### src/hdl/tcpid_pkg.sv
`default_nettype none
// ----------------------------------------------------------------------------
// tcpid_pkg: shared types and constants for the three-channel pid drive
// Field widths, register indexes, reset values and the stage records that
// travel between the pipeline modules.
// ----------------------------------------------------------------------------
package tcpid_pkg;

    // channel count default and fixed-point gain format
    localparam int CHANNELS_DEFAULT = 3;
    localparam int GAIN_FRAC_BITS   = 8;

    // field widths
    localparam int CH_W        = 2;
    localparam int ANGLE_W     = 16;
    localparam int RANGE_W     = 16;
    localparam int ILIM_W      = 24;
    localparam int GAIN_W      = 16;
    localparam int DUTY_W      = 15;
    localparam int CFG_DATA_W  = 24;
    localparam int CFG_INDEX_W = 3;

    // datapath widths
    localparam int TARG_W = ANGLE_W + 1;     // clamped target
    localparam int ERR_W  = 18;              // target minus measured
    localparam int INT_W  = 25;              // integral accumulator
    localparam int ISUM_W = INT_W + 1;       // integral before clamp
    localparam int DER_W  = ERR_W + 1;       // error minus previous error
    localparam int PE_W   = GAIN_W + ERR_W;
    localparam int PI_W   = GAIN_W + INT_W;
    localparam int PD_W   = GAIN_W + DER_W;
    localparam int SUM_W  = PI_W + 2;        // holds the sum of all three products

    // configuration register indexes
    typedef enum logic [CFG_INDEX_W-1:0] {
        REG_ANGLE_RANGE    = 3'd0,
        REG_INTEGRAL_LIMIT = 3'd1,
        REG_GAIN_P         = 3'd2,
        REG_GAIN_I         = 3'd3,
        REG_GAIN_D         = 3'd4,
        REG_DUTY_LIMIT     = 3'd5,
        REG_MOTORS_ENABLED = 3'd6
    } cfg_reg_t;

    // configuration reset values
    localparam logic [RANGE_W-1:0]        ANGLE_RANGE_RST    = 16'hFFFF;
    localparam logic [ILIM_W-1:0]         INTEGRAL_LIMIT_RST = 24'd1000;
    localparam logic signed [GAIN_W-1:0]  GAIN_P_RST         = 16'sd256;
    localparam logic signed [GAIN_W-1:0]  GAIN_I_RST         = 16'sd0;
    localparam logic signed [GAIN_W-1:0]  GAIN_D_RST         = 16'sd0;
    localparam logic [DUTY_W-1:0]         DUTY_LIMIT_RST     = 15'd1023;
    localparam logic                      MOTORS_ENABLED_RST = 1'b0;

    typedef struct packed {
        logic [RANGE_W-1:0]       angle_range;
        logic [ILIM_W-1:0]        integral_limit;
        logic signed [GAIN_W-1:0] gain_p;
        logic signed [GAIN_W-1:0] gain_i;
        logic signed [GAIN_W-1:0] gain_d;
        logic [DUTY_W-1:0]        duty_limit;
        logic                     motors_enabled;
    } cfg_t;

    typedef struct packed {
        logic [CH_W-1:0]           channel;
        logic signed [ANGLE_W-1:0] measured_angle;
        logic signed [ANGLE_W-1:0] target_angle;
        logic                      link_connected;
        logic                      link_synced;
    } cmd_t;

    typedef struct packed {
        logic [CH_W-1:0]   out_channel;
        logic              direction;
        logic [DUTY_W-1:0] duty_magnitude;
        logic              pwm_write;
    } rsp_t;

    typedef struct packed {
        logic [CH_W-1:0]         channel;
        logic                    pwm_write;
        logic signed [ERR_W-1:0] err;
        logic signed [INT_W-1:0] integ;
        logic signed [DER_W-1:0] deriv;
    } err_stage_t;

    typedef struct packed {
        logic [CH_W-1:0]        channel;
        logic                   pwm_write;
        logic signed [PE_W-1:0] p_err;
        logic signed [PI_W-1:0] p_int;
        logic signed [PD_W-1:0] p_der;
    } prod_stage_t;

    typedef struct packed {
        logic [CH_W-1:0]         channel;
        logic                    pwm_write;
        logic signed [SUM_W-1:0] sum;
    } sum_stage_t;

endpackage
`default_nettype wire

### src/hdl/tcpid_error.sv
`default_nettype none
// ----------------------------------------------------------------------------
// tcpid_error: error, integral and derivative stage
// Clamps the target, forms the error and updates the per-channel integral
// and previous-error state in the cycle an in-range transaction is accepted.
// ----------------------------------------------------------------------------
module tcpid_error #(
    parameter int CHANNELS = tcpid_pkg::CHANNELS_DEFAULT
) (
    input  wire logic                   clk,
    input  wire logic                   rst_n,
    input  wire tcpid_pkg::cfg_t        cfg,
    input  wire logic                   cmd_valid,
    output logic                        cmd_ready,
    input  wire tcpid_pkg::cmd_t        cmd,
    output logic                        stg_valid,
    input  wire logic                   stg_ready,
    output tcpid_pkg::err_stage_t       stg
);

    localparam int IDX_W = (CHANNELS > 1) ? $clog2(CHANNELS) : 1;

    logic signed [tcpid_pkg::ERR_W-1:0] prev_err_reg [CHANNELS];
    logic signed [tcpid_pkg::INT_W-1:0] integ_reg    [CHANNELS];
    logic                               stg_valid_reg;
    tcpid_pkg::err_stage_t              stg_reg;

    logic [IDX_W-1:0]                    idx;
    logic                                in_range;
    logic                                load;
    logic signed [tcpid_pkg::TARG_W-1:0] half_pos;
    logic signed [tcpid_pkg::TARG_W-1:0] half_neg;
    logic signed [tcpid_pkg::TARG_W-1:0] targ_x;
    logic signed [tcpid_pkg::TARG_W-1:0] targ_c;
    logic signed [tcpid_pkg::ERR_W-1:0]  err_next;
    logic signed [tcpid_pkg::ISUM_W-1:0] isum;
    logic signed [tcpid_pkg::ISUM_W-1:0] ilim_pos;
    logic signed [tcpid_pkg::ISUM_W-1:0] ilim_neg;
    logic signed [tcpid_pkg::INT_W-1:0]  integ_next;
    logic signed [tcpid_pkg::DER_W-1:0]  deriv_next;
    tcpid_pkg::err_stage_t               stg_next;

    assign idx      = IDX_W'(cmd.channel);
    assign in_range = int'(cmd.channel) < CHANNELS;

    assign cmd_ready = !stg_valid_reg || stg_ready;
    assign load      = cmd_valid && cmd_ready && in_range;

    // target clamped to half the angle span
    assign half_pos = signed'({2'b00, cfg.angle_range[tcpid_pkg::RANGE_W-1:1]});
    assign half_neg = -half_pos;
    assign targ_x   = tcpid_pkg::TARG_W'(cmd.target_angle);

    always_comb
    begin
        priority if (targ_x < half_neg)
        begin
            targ_c = half_neg;
        end
        else if (targ_x > half_pos)
        begin
            targ_c = half_pos;
        end
        else
        begin
            targ_c = targ_x;
        end
    end

    assign err_next = tcpid_pkg::ERR_W'(targ_c) - tcpid_pkg::ERR_W'(cmd.measured_angle);

    // integral with symmetric clamp
    assign isum     = tcpid_pkg::ISUM_W'(integ_reg[idx]) + tcpid_pkg::ISUM_W'(err_next);
    assign ilim_pos = signed'({2'b00, cfg.integral_limit});
    assign ilim_neg = -ilim_pos;

    always_comb
    begin
        priority if (isum < ilim_neg)
        begin
            integ_next = tcpid_pkg::INT_W'(ilim_neg);
        end
        else if (isum > ilim_pos)
        begin
            integ_next = tcpid_pkg::INT_W'(ilim_pos);
        end
        else
        begin
            integ_next = tcpid_pkg::INT_W'(isum);
        end
    end

    assign deriv_next = tcpid_pkg::DER_W'(err_next) - tcpid_pkg::DER_W'(prev_err_reg[idx]);

    always_comb
    begin
        stg_next.channel   = cmd.channel;
        stg_next.pwm_write = !cmd.link_connected || cmd.link_synced;
        stg_next.err       = err_next;
        stg_next.integ     = integ_next;
        stg_next.deriv     = deriv_next;
    end

    always_ff @(posedge clk or negedge rst_n)
    begin
        if (!rst_n)
        begin
            stg_valid_reg <= 1'b0;
            for (int k = 0; k < CHANNELS; k++)
            begin
                prev_err_reg[k] <= '0;
                integ_reg[k]    <= '0;
            end
        end
        else
        begin
            if (cmd_ready)
            begin
                stg_valid_reg <= load;
            end
            if (load)
            begin
                prev_err_reg[idx] <= err_next;
                integ_reg[idx]    <= integ_next;
            end
        end
    end

    always_ff @(posedge clk)
    begin
        if (load)
        begin
            stg_reg <= stg_next;
        end
    end

    assign stg_valid = stg_valid_reg;
    assign stg       = stg_reg;

endmodule
`default_nettype wire

### src/hdl/tcpid_mult.sv
`default_nettype none
// ----------------------------------------------------------------------------
// tcpid_mult: gain multiply stage
// Three parallel signed multiplies of the q8.8 gains by error, integral and
// derivative, each product registered.
// ----------------------------------------------------------------------------
module tcpid_mult (
    input  wire logic                   clk,
    input  wire logic                   rst_n,
    input  wire tcpid_pkg::cfg_t        cfg,
    input  wire logic                   src_valid,
    output logic                        src_ready,
    input  wire tcpid_pkg::err_stage_t  src,
    output logic                        stg_valid,
    input  wire logic                   stg_ready,
    output tcpid_pkg::prod_stage_t      stg
);

    logic                   stg_valid_reg;
    tcpid_pkg::prod_stage_t stg_reg;
    tcpid_pkg::prod_stage_t stg_next;
    logic                   load;

    assign src_ready = !stg_valid_reg || stg_ready;
    assign load      = src_valid && src_ready;

    always_comb
    begin
        stg_next.channel   = src.channel;
        stg_next.pwm_write = src.pwm_write;
        stg_next.p_err     = tcpid_pkg::PE_W'(cfg.gain_p) * tcpid_pkg::PE_W'(src.err);
        stg_next.p_int     = tcpid_pkg::PI_W'(cfg.gain_i) * tcpid_pkg::PI_W'(src.integ);
        stg_next.p_der     = tcpid_pkg::PD_W'(cfg.gain_d) * tcpid_pkg::PD_W'(src.deriv);
    end

    always_ff @(posedge clk or negedge rst_n)
    begin
        if (!rst_n)
        begin
            stg_valid_reg <= 1'b0;
        end
        else if (src_ready)
        begin
            stg_valid_reg <= src_valid;
        end
    end

    always_ff @(posedge clk)
    begin
        if (load)
        begin
            stg_reg <= stg_next;
        end
    end

    assign stg_valid = stg_valid_reg;
    assign stg       = stg_reg;

endmodule
`default_nettype wire

### src/hdl/tcpid_duty.sv
`default_nettype none
// ----------------------------------------------------------------------------
// tcpid_duty: sum, scale and limit stages
// Adds the three products, then scales by the gain fraction toward zero,
// limits the magnitude and forms direction into the response register.
// ----------------------------------------------------------------------------
module tcpid_duty (
    input  wire logic                   clk,
    input  wire logic                   rst_n,
    input  wire tcpid_pkg::cfg_t        cfg,
    input  wire logic                   src_valid,
    output logic                        src_ready,
    input  wire tcpid_pkg::prod_stage_t src,
    output logic                        rsp_valid,
    input  wire logic                   rsp_ready,
    output tcpid_pkg::rsp_t             rsp
);

    logic                  sum_valid_reg;
    tcpid_pkg::sum_stage_t sum_reg;
    tcpid_pkg::sum_stage_t sum_next;
    logic                  sum_ready;
    logic                  sum_load;

    logic                  rsp_valid_reg;
    tcpid_pkg::rsp_t       rsp_reg;
    tcpid_pkg::rsp_t       rsp_next;
    logic                  rsp_load;

    logic                             neg;
    logic [tcpid_pkg::SUM_W-1:0]      mag;
    logic [tcpid_pkg::SUM_W-1:0]      mag_sh;
    logic [tcpid_pkg::SUM_W-1:0]      lim_x;
    logic [tcpid_pkg::DUTY_W-1:0]     mag_c;

    // handshake chain
    assign rsp_load  = sum_valid_reg && (!rsp_valid_reg || rsp_ready);
    assign sum_ready = !sum_valid_reg || !rsp_valid_reg || rsp_ready;
    assign src_ready = sum_ready;
    assign sum_load  = src_valid && sum_ready;

    always_comb
    begin
        sum_next.channel   = src.channel;
        sum_next.pwm_write = src.pwm_write;
        sum_next.sum       = tcpid_pkg::SUM_W'(src.p_err)
                           + tcpid_pkg::SUM_W'(src.p_int)
                           + tcpid_pkg::SUM_W'(src.p_der);
    end

    // magnitude shift truncates toward zero
    assign neg    = sum_reg.sum[tcpid_pkg::SUM_W-1];
    assign mag    = neg ? unsigned'(-sum_reg.sum) : unsigned'(sum_reg.sum);
    assign mag_sh = mag >> tcpid_pkg::GAIN_FRAC_BITS;
    assign lim_x  = tcpid_pkg::SUM_W'(cfg.duty_limit);
    assign mag_c  = (mag_sh > lim_x) ? cfg.duty_limit : mag_sh[tcpid_pkg::DUTY_W-1:0];

    always_comb
    begin
        rsp_next.out_channel = sum_reg.channel;
        rsp_next.pwm_write   = sum_reg.pwm_write;
        if (cfg.motors_enabled)
        begin
            rsp_next.duty_magnitude = mag_c;
            rsp_next.direction      = !neg && (mag_c != '0);
        end
        else
        begin
            rsp_next.duty_magnitude = '0;
            rsp_next.direction      = 1'b0;
        end
    end

    always_ff @(posedge clk or negedge rst_n)
    begin
        if (!rst_n)
        begin
            sum_valid_reg <= 1'b0;
            rsp_valid_reg <= 1'b0;
        end
        else
        begin
            if (sum_ready)
            begin
                sum_valid_reg <= src_valid;
            end
            if (!rsp_valid_reg || rsp_ready)
            begin
                rsp_valid_reg <= sum_valid_reg;
            end
        end
    end

    always_ff @(posedge clk)
    begin
        if (sum_load)
        begin
            sum_reg <= sum_next;
        end
        if (rsp_load)
        begin
            rsp_reg <= rsp_next;
        end
    end

    assign rsp_valid = rsp_valid_reg;
    assign rsp       = rsp_reg;

endmodule
`default_nettype wire

### src/hdl/three_channel_pid_motor_drive_top.sv
`default_nettype none
// ----------------------------------------------------------------------------
// three_channel_pid_motor_drive_top: pid duty controller for three motors
// Per-channel pid with clamped target, clamped integral and limited duty.
// ----------------------------------------------------------------------------
// One command transaction enters per clock while cmd_stall is low and, for a
// channel in range, a response leaves through the error, product, sum and
// response registers; one per cycle is sustained while rsp_stall is low, with
// a read-modify-write of per-channel integral and previous-error state.
// The four stages are error/state update, gain multiply, product sum, and
// scale/limit into the response register; each stage holds its data while
// the next is stalled and frees itself as soon as it is emptied, so
// cmd_stall rises only when every stage is full and rsp_stall is high.
// A command whose channel is not below CHANNELS is taken and dropped: no
// state change and no response. Configuration registers are written through
// cfg_write_en / cfg_index / cfg_data and must only change while no
// transaction is in flight. Channel state clears on reset; there is no
// clearing pass.
// ----------------------------------------------------------------------------
module three_channel_pid_motor_drive_top #(
    parameter int CHANNELS = tcpid_pkg::CHANNELS_DEFAULT
) (
    input  wire logic                              clk,
    input  wire logic                              rst_n,

    // command channel
    input  wire logic                              cmd_valid,
    output logic                                   cmd_stall,
    input  wire tcpid_pkg::cmd_t                   cmd_data,

    // response channel
    output logic                                   rsp_valid,
    input  wire logic                              rsp_stall,
    output tcpid_pkg::rsp_t                        rsp_data,

    // configuration write port
    input  wire logic                              cfg_write_en,
    input  wire logic [tcpid_pkg::CFG_INDEX_W-1:0] cfg_index,
    input  wire logic [tcpid_pkg::CFG_DATA_W-1:0]  cfg_data
);

    // configuration registers
    tcpid_pkg::cfg_t cfg_reg;

    // inter-stage handshakes and payloads
    logic                   cmd_ready;
    logic                   err_valid;
    logic                   err_ready;
    tcpid_pkg::err_stage_t  err_stg;
    logic                   prod_valid;
    logic                   prod_ready;
    tcpid_pkg::prod_stage_t prod_stg;

    always_ff @(posedge clk or negedge rst_n)
    begin
        if (!rst_n)
        begin
            cfg_reg.angle_range    <= tcpid_pkg::ANGLE_RANGE_RST;
            cfg_reg.integral_limit <= tcpid_pkg::INTEGRAL_LIMIT_RST;
            cfg_reg.gain_p         <= tcpid_pkg::GAIN_P_RST;
            cfg_reg.gain_i         <= tcpid_pkg::GAIN_I_RST;
            cfg_reg.gain_d         <= tcpid_pkg::GAIN_D_RST;
            cfg_reg.duty_limit     <= tcpid_pkg::DUTY_LIMIT_RST;
            cfg_reg.motors_enabled <= tcpid_pkg::MOTORS_ENABLED_RST;
        end
        else if (cfg_write_en)
        begin
            // writes to unused indexes are dropped
            unique case (cfg_index)
                tcpid_pkg::REG_ANGLE_RANGE:
                    cfg_reg.angle_range <= cfg_data[tcpid_pkg::RANGE_W-1:0];
                tcpid_pkg::REG_INTEGRAL_LIMIT:
                    cfg_reg.integral_limit <= cfg_data[tcpid_pkg::ILIM_W-1:0];
                tcpid_pkg::REG_GAIN_P:
                    cfg_reg.gain_p <= signed'(cfg_data[tcpid_pkg::GAIN_W-1:0]);
                tcpid_pkg::REG_GAIN_I:
                    cfg_reg.gain_i <= signed'(cfg_data[tcpid_pkg::GAIN_W-1:0]);
                tcpid_pkg::REG_GAIN_D:
                    cfg_reg.gain_d <= signed'(cfg_data[tcpid_pkg::GAIN_W-1:0]);
                tcpid_pkg::REG_DUTY_LIMIT:
                    cfg_reg.duty_limit <= cfg_data[tcpid_pkg::DUTY_W-1:0];
                tcpid_pkg::REG_MOTORS_ENABLED:
                    cfg_reg.motors_enabled <= cfg_data[0];
                default:
                    cfg_reg <= cfg_reg;
            endcase
        end
    end

    // stage 1: target clamp, error, integral and derivative with state update
    tcpid_error #(
        .CHANNELS (CHANNELS)
    ) u_error (
        .clk       (clk),
        .rst_n     (rst_n),
        .cfg       (cfg_reg),
        .cmd_valid (cmd_valid),
        .cmd_ready (cmd_ready),
        .cmd       (cmd_data),
        .stg_valid (err_valid),
        .stg_ready (err_ready),
        .stg       (err_stg)
    );

    // stage 2: three gain products
    tcpid_mult u_mult (
        .clk       (clk),
        .rst_n     (rst_n),
        .cfg       (cfg_reg),
        .src_valid (err_valid),
        .src_ready (err_ready),
        .src       (err_stg),
        .stg_valid (prod_valid),
        .stg_ready (prod_ready),
        .stg       (prod_stg)
    );

    // stages 3 and 4: sum, then scale, limit and enable into the response register
    tcpid_duty u_duty (
        .clk       (clk),
        .rst_n     (rst_n),
        .cfg       (cfg_reg),
        .src_valid (prod_valid),
        .src_ready (prod_ready),
        .src       (prod_stg),
        .rsp_valid (rsp_valid),
        .rsp_ready (!rsp_stall),
        .rsp       (rsp_data)
    );

    assign cmd_stall = !cmd_ready;

endmodule
`default_nettype wire

### config.mk
export PLATFORM = sky130hd
export DESIGN_NAME = three_channel_pid_motor_drive_top
export DESIGN_NICKNAME = d
export VERILOG_FILES = /design/src/hdl/tcpid_pkg.sv /design/src/hdl/tcpid_error.sv /design/src/hdl/tcpid_mult.sv /design/src/hdl/tcpid_duty.sv /design/src/hdl/three_channel_pid_motor_drive_top.sv
export SDC_FILE = /design/constraint.sdc
export NUM_CORES = 2
export LEC_CHECK = 0
export ABC_AREA = 1
export BUFFER_PORTS_ARGS = -buffer_cell sky130_fd_sc_hd__buf_2
export CAP_MARGIN = 20
export CORE_MARGIN = 4
export CORE_UTILIZATION = 62
export CTS_CLUSTER_DIAMETER = 120
export DETAILED_ROUTE_END_ITERATION = 12
export PLACE_DENSITY = 0.79
export REMOVE_ABC_BUFFERS = 1
export SLEW_MARGIN = 15
export SYNTH_ARGS = -nofsm -noshare
export SYNTH_HDL_FRONTEND = slang
export SYNTH_SLANG_ARGS = --single-unit
### constraint.sdc
create_clock -name clk -period 11.65 [get_ports clk]
set_clock_uncertainty 0.2 [all_clocks]
set_input_delay 0.5825 -clock clk [delete_from_list [all_inputs] [get_ports clk]]
set_output_delay 0.5825 -clock clk [all_outputs]
set_load 0.01 [all_outputs]
==> results.cfg <==
[synth]
synth_top_area_share_pct = 31.62
synthFlopType = edfxtp_1
avgSynthCellArea_um2 = 8.381
synth_top_cells_by_area = fa_1 32%, nand2_1 11%, edfxtp_1 11%
yosysWarnings = 0
async_flop_share_pct = 49.27
synth_top_cell_by_area = fa_1
synth.cell_area_um2 = 65030
synth.distinct_cells = 65
netlist_instances = 7759
synth-edff-count = 243
seq_area_frac_synth_pct = 20.37
ys_ff_latch = 479

[floorplanning]
start_util_pct = 62.65
dieArea_um2 = 110100
row_count = 118
die_y_um = 331.9
pin_count = 89
die_w_um = 331.9
core_um2 = 103800

[cells_and_area]
largest_reg_flops = 113
area_delta_synth_final_pct = 6.007
final_cell_mix = 1945 x nand2_1, 1800 x inv_1, 1027 x fa_1
layout_commonest_cell = nand2_1
fin_nets = 9283
layout-drive-gt1-share_pct = 5.107
nFillCells = 8185

[grt]
grt_pass1_wl_um = 290400
grt_pass1_vias = 54280
antenna_found_initial = 8
grt_max_degree = 105
grt_util_all_layers_pct = 33.34
grt_overflow_total = 0

[critical_path]
worst_path_max_delay_cell = xnor2_1
cp_num_buf_inv = 8
reg2regPathDepth = 55
cp-startpoint = cfg_reg[90]
slowest_delay_ps = 520
end_kind = flip-flop
cp_top_family = simple AND/OR/NAND/NOR gates
setup.worst_path.class = reg -> reg
rrSetupSlack_ps = 1110
worst-path-stages = 55
crit_top_cell = nand2_1
r2r_start = cfg_reg[90]
crit_path_max_fanout = 20
r2r-end = u_error.stg[30]
cp-start-kind = flip-flop
cp_data_arrival_time_ps = 10730
endpoint = u_error.stg[30]
required_ps = 11840

[clock_network]
postCtsSetupBuffers = 0
cts.sink_count = 479
cts_tree = yes
htreeDepth = 2
clockBufferDepth = 3
clock_latency_ps = 660
cts-buffers-inserted = 58
clk_pin_slew_worst_paths_ps = 60
cts-root-buf = clkbuf_16

[placement]
gp_congestion = 0.9505
dpl_worst_slack_ps = 1124
dp.final_hpwl_um = 140100
io_buffers = 88

[timing]
drv_slew = 0
relSlewSlack_pct = 25.67
min_period_over_period_pct = 90.49
finalSetupViolCount = 0
worst_slew_pin_slew_ps = 1114
hold_ws_ps = 138.6
setup_ws_ps = 1107
min_period_ps = 10540
max_freq_ghz = 0.09485
hold_viol_final = 0

[route]
wl_met3_um = 16540
drc = 0
finalWirelength_um = 179900
drt-initial-drc-count = 4769
wire_per_inst_um = 19.62
wl_met2_um = 83600
ant_nets = 0
met1_length_um = 67470
vias_per_cell = 5.652
num_vias = 51820
routed.top_layer = met5
first_pass_iters = 8

[job]
maxCapViolations = 0

[min_path]
min_path_type = in -> reg

[status]
status = complete, no violations
cells by family (layout without fill, tap and decap cells):
logic type	Yosys count	after routing	share of synthesized area, %
XOR/XNOR	249	249	3.354
adder cells (fa/ha/maj)	1492	1492	40.56
flip-flops	479	479	20.37
AND/OR/NAND/NOR	2725	2725	17.31
other	0	16	0
AO/OA/AOI/OAI	741	741	6.338
buffers and inverters	2069	2083	12.00
multiplexers	4	4	0.06158
per-stage QoR:
stage | cells | util, % | instance area [µm²] | TNS, ps
2_1_floorplan | 7503 | - | 64030 | 0
3_3_place_gp | 9027 | 64.23 | 66670 | 0
3_5_place_dp | 9027 | 64.23 | 66670 | 0
4_1_cts | 9149 | 66.30 | 68820 | 0
5_1_grt | 9159 | 66.39 | 68910 | -37.55
6_report | 9169 | 66.41 | 68930 | 0
layer usage:
layer / global-route usage [%] / vias to the layer above
met3: 6.722 / 565
met1: 42.13 / 25460
met4: 18.96 / 4
li1: - / 23390
met2: 53.98 / 2405
met5: 0 / -
worst min-delay path by stage:
stage / startpoint / endpoint / slack [ps] / cells after the start
finish: cmd_data[35] / u_error.stg[64] / 140 / 1
global route: cmd_data[35] / u_error.stg[64] / 120 / 1
CTS: cmd_data[35] / u_error.stg[64] / 110 / 1
detailed placement: u_error.stg[63] / u_mult.stg[111] / 210 / 0
global placement: u_error.stg[62] / u_mult.stg[110] / 200 / 0
floorplan: rst_n / cfg_reg[0] / 90 / 0
area by class of cell:
| cell class | count | area [µm²] | area share, % |
|---|---|---|---|
| multi-input cells | 5211 | 44030 | 63.87 |
| clock inverters | 31 | 410.4 | 0.5954 |
| repair buffers | 160 | 1054 | 1.528 |
| inverters | 1813 | 6809 | 9.878 |
| diodes | 16 | 40.04 | 0.05808 |
| flip-flops and latches | 479 | 13240 | 19.21 |
| clock buffers | 79 | 1622 | 2.352 |
| well taps | 1380 | 1727 | 2.505 |
Yosys cell counts, types with 4 or more instances:
cell,number
nor2_1,293
buf_1,15
nand3_1,255
dfrtp_1,204
nand3b_1,24
inv_1,1803
o22ai_1,34
buf_4,4
clkbuf_1,223
fa_1,1027
a31oi_1,28
nand2_4,5
mux2i_1,4
xnor2_1,78
a21oi_1,319
nand4_1,48
edfxtp_1,243
a211oi_1,4
nor4_1,6
o21a_1,18
a21o_1,11
o221ai_1,8
nor3_2,4
nor3_1,31
dfstp_2,32
o21ai_0,248
ha_1,465
xor2_1,171
nand3_2,12
inv_2,7
nand2_1,1945
o21bai_1,13
nand2_2,7
o31ai_1,12
a21boi_0,7
or2_2,60
a221oi_1,7
o211ai_1,9
and2_1,21
buf_2,13
worst register-to-register path, delay by kind of cell, from the launching register on:
| kind | cells | cell delay (ps) |
|---|---|---|
| AO/OA/AOI/OAI | 6 | 1180 |
| XOR/XNOR | 2 | 800 |
| adder cells (fa/ha/maj) | 6 | 1690 |
| buffers and inverters | 8 | 1430 |
| flip-flops | 1 | 370 |
| AND/OR/NAND/NOR | 33 | 4620 |
timing repair:
item / CTS / global route
setup endpoints to repair: 0 / 52
endpoints found under the hold margin: 97 / 0
resized for setup: 0 / 2
hold buffers: 12 / 0
Power is not shown: default switching activity piles up to over one toggle a cycle in this logic, so the estimate is an artifact.
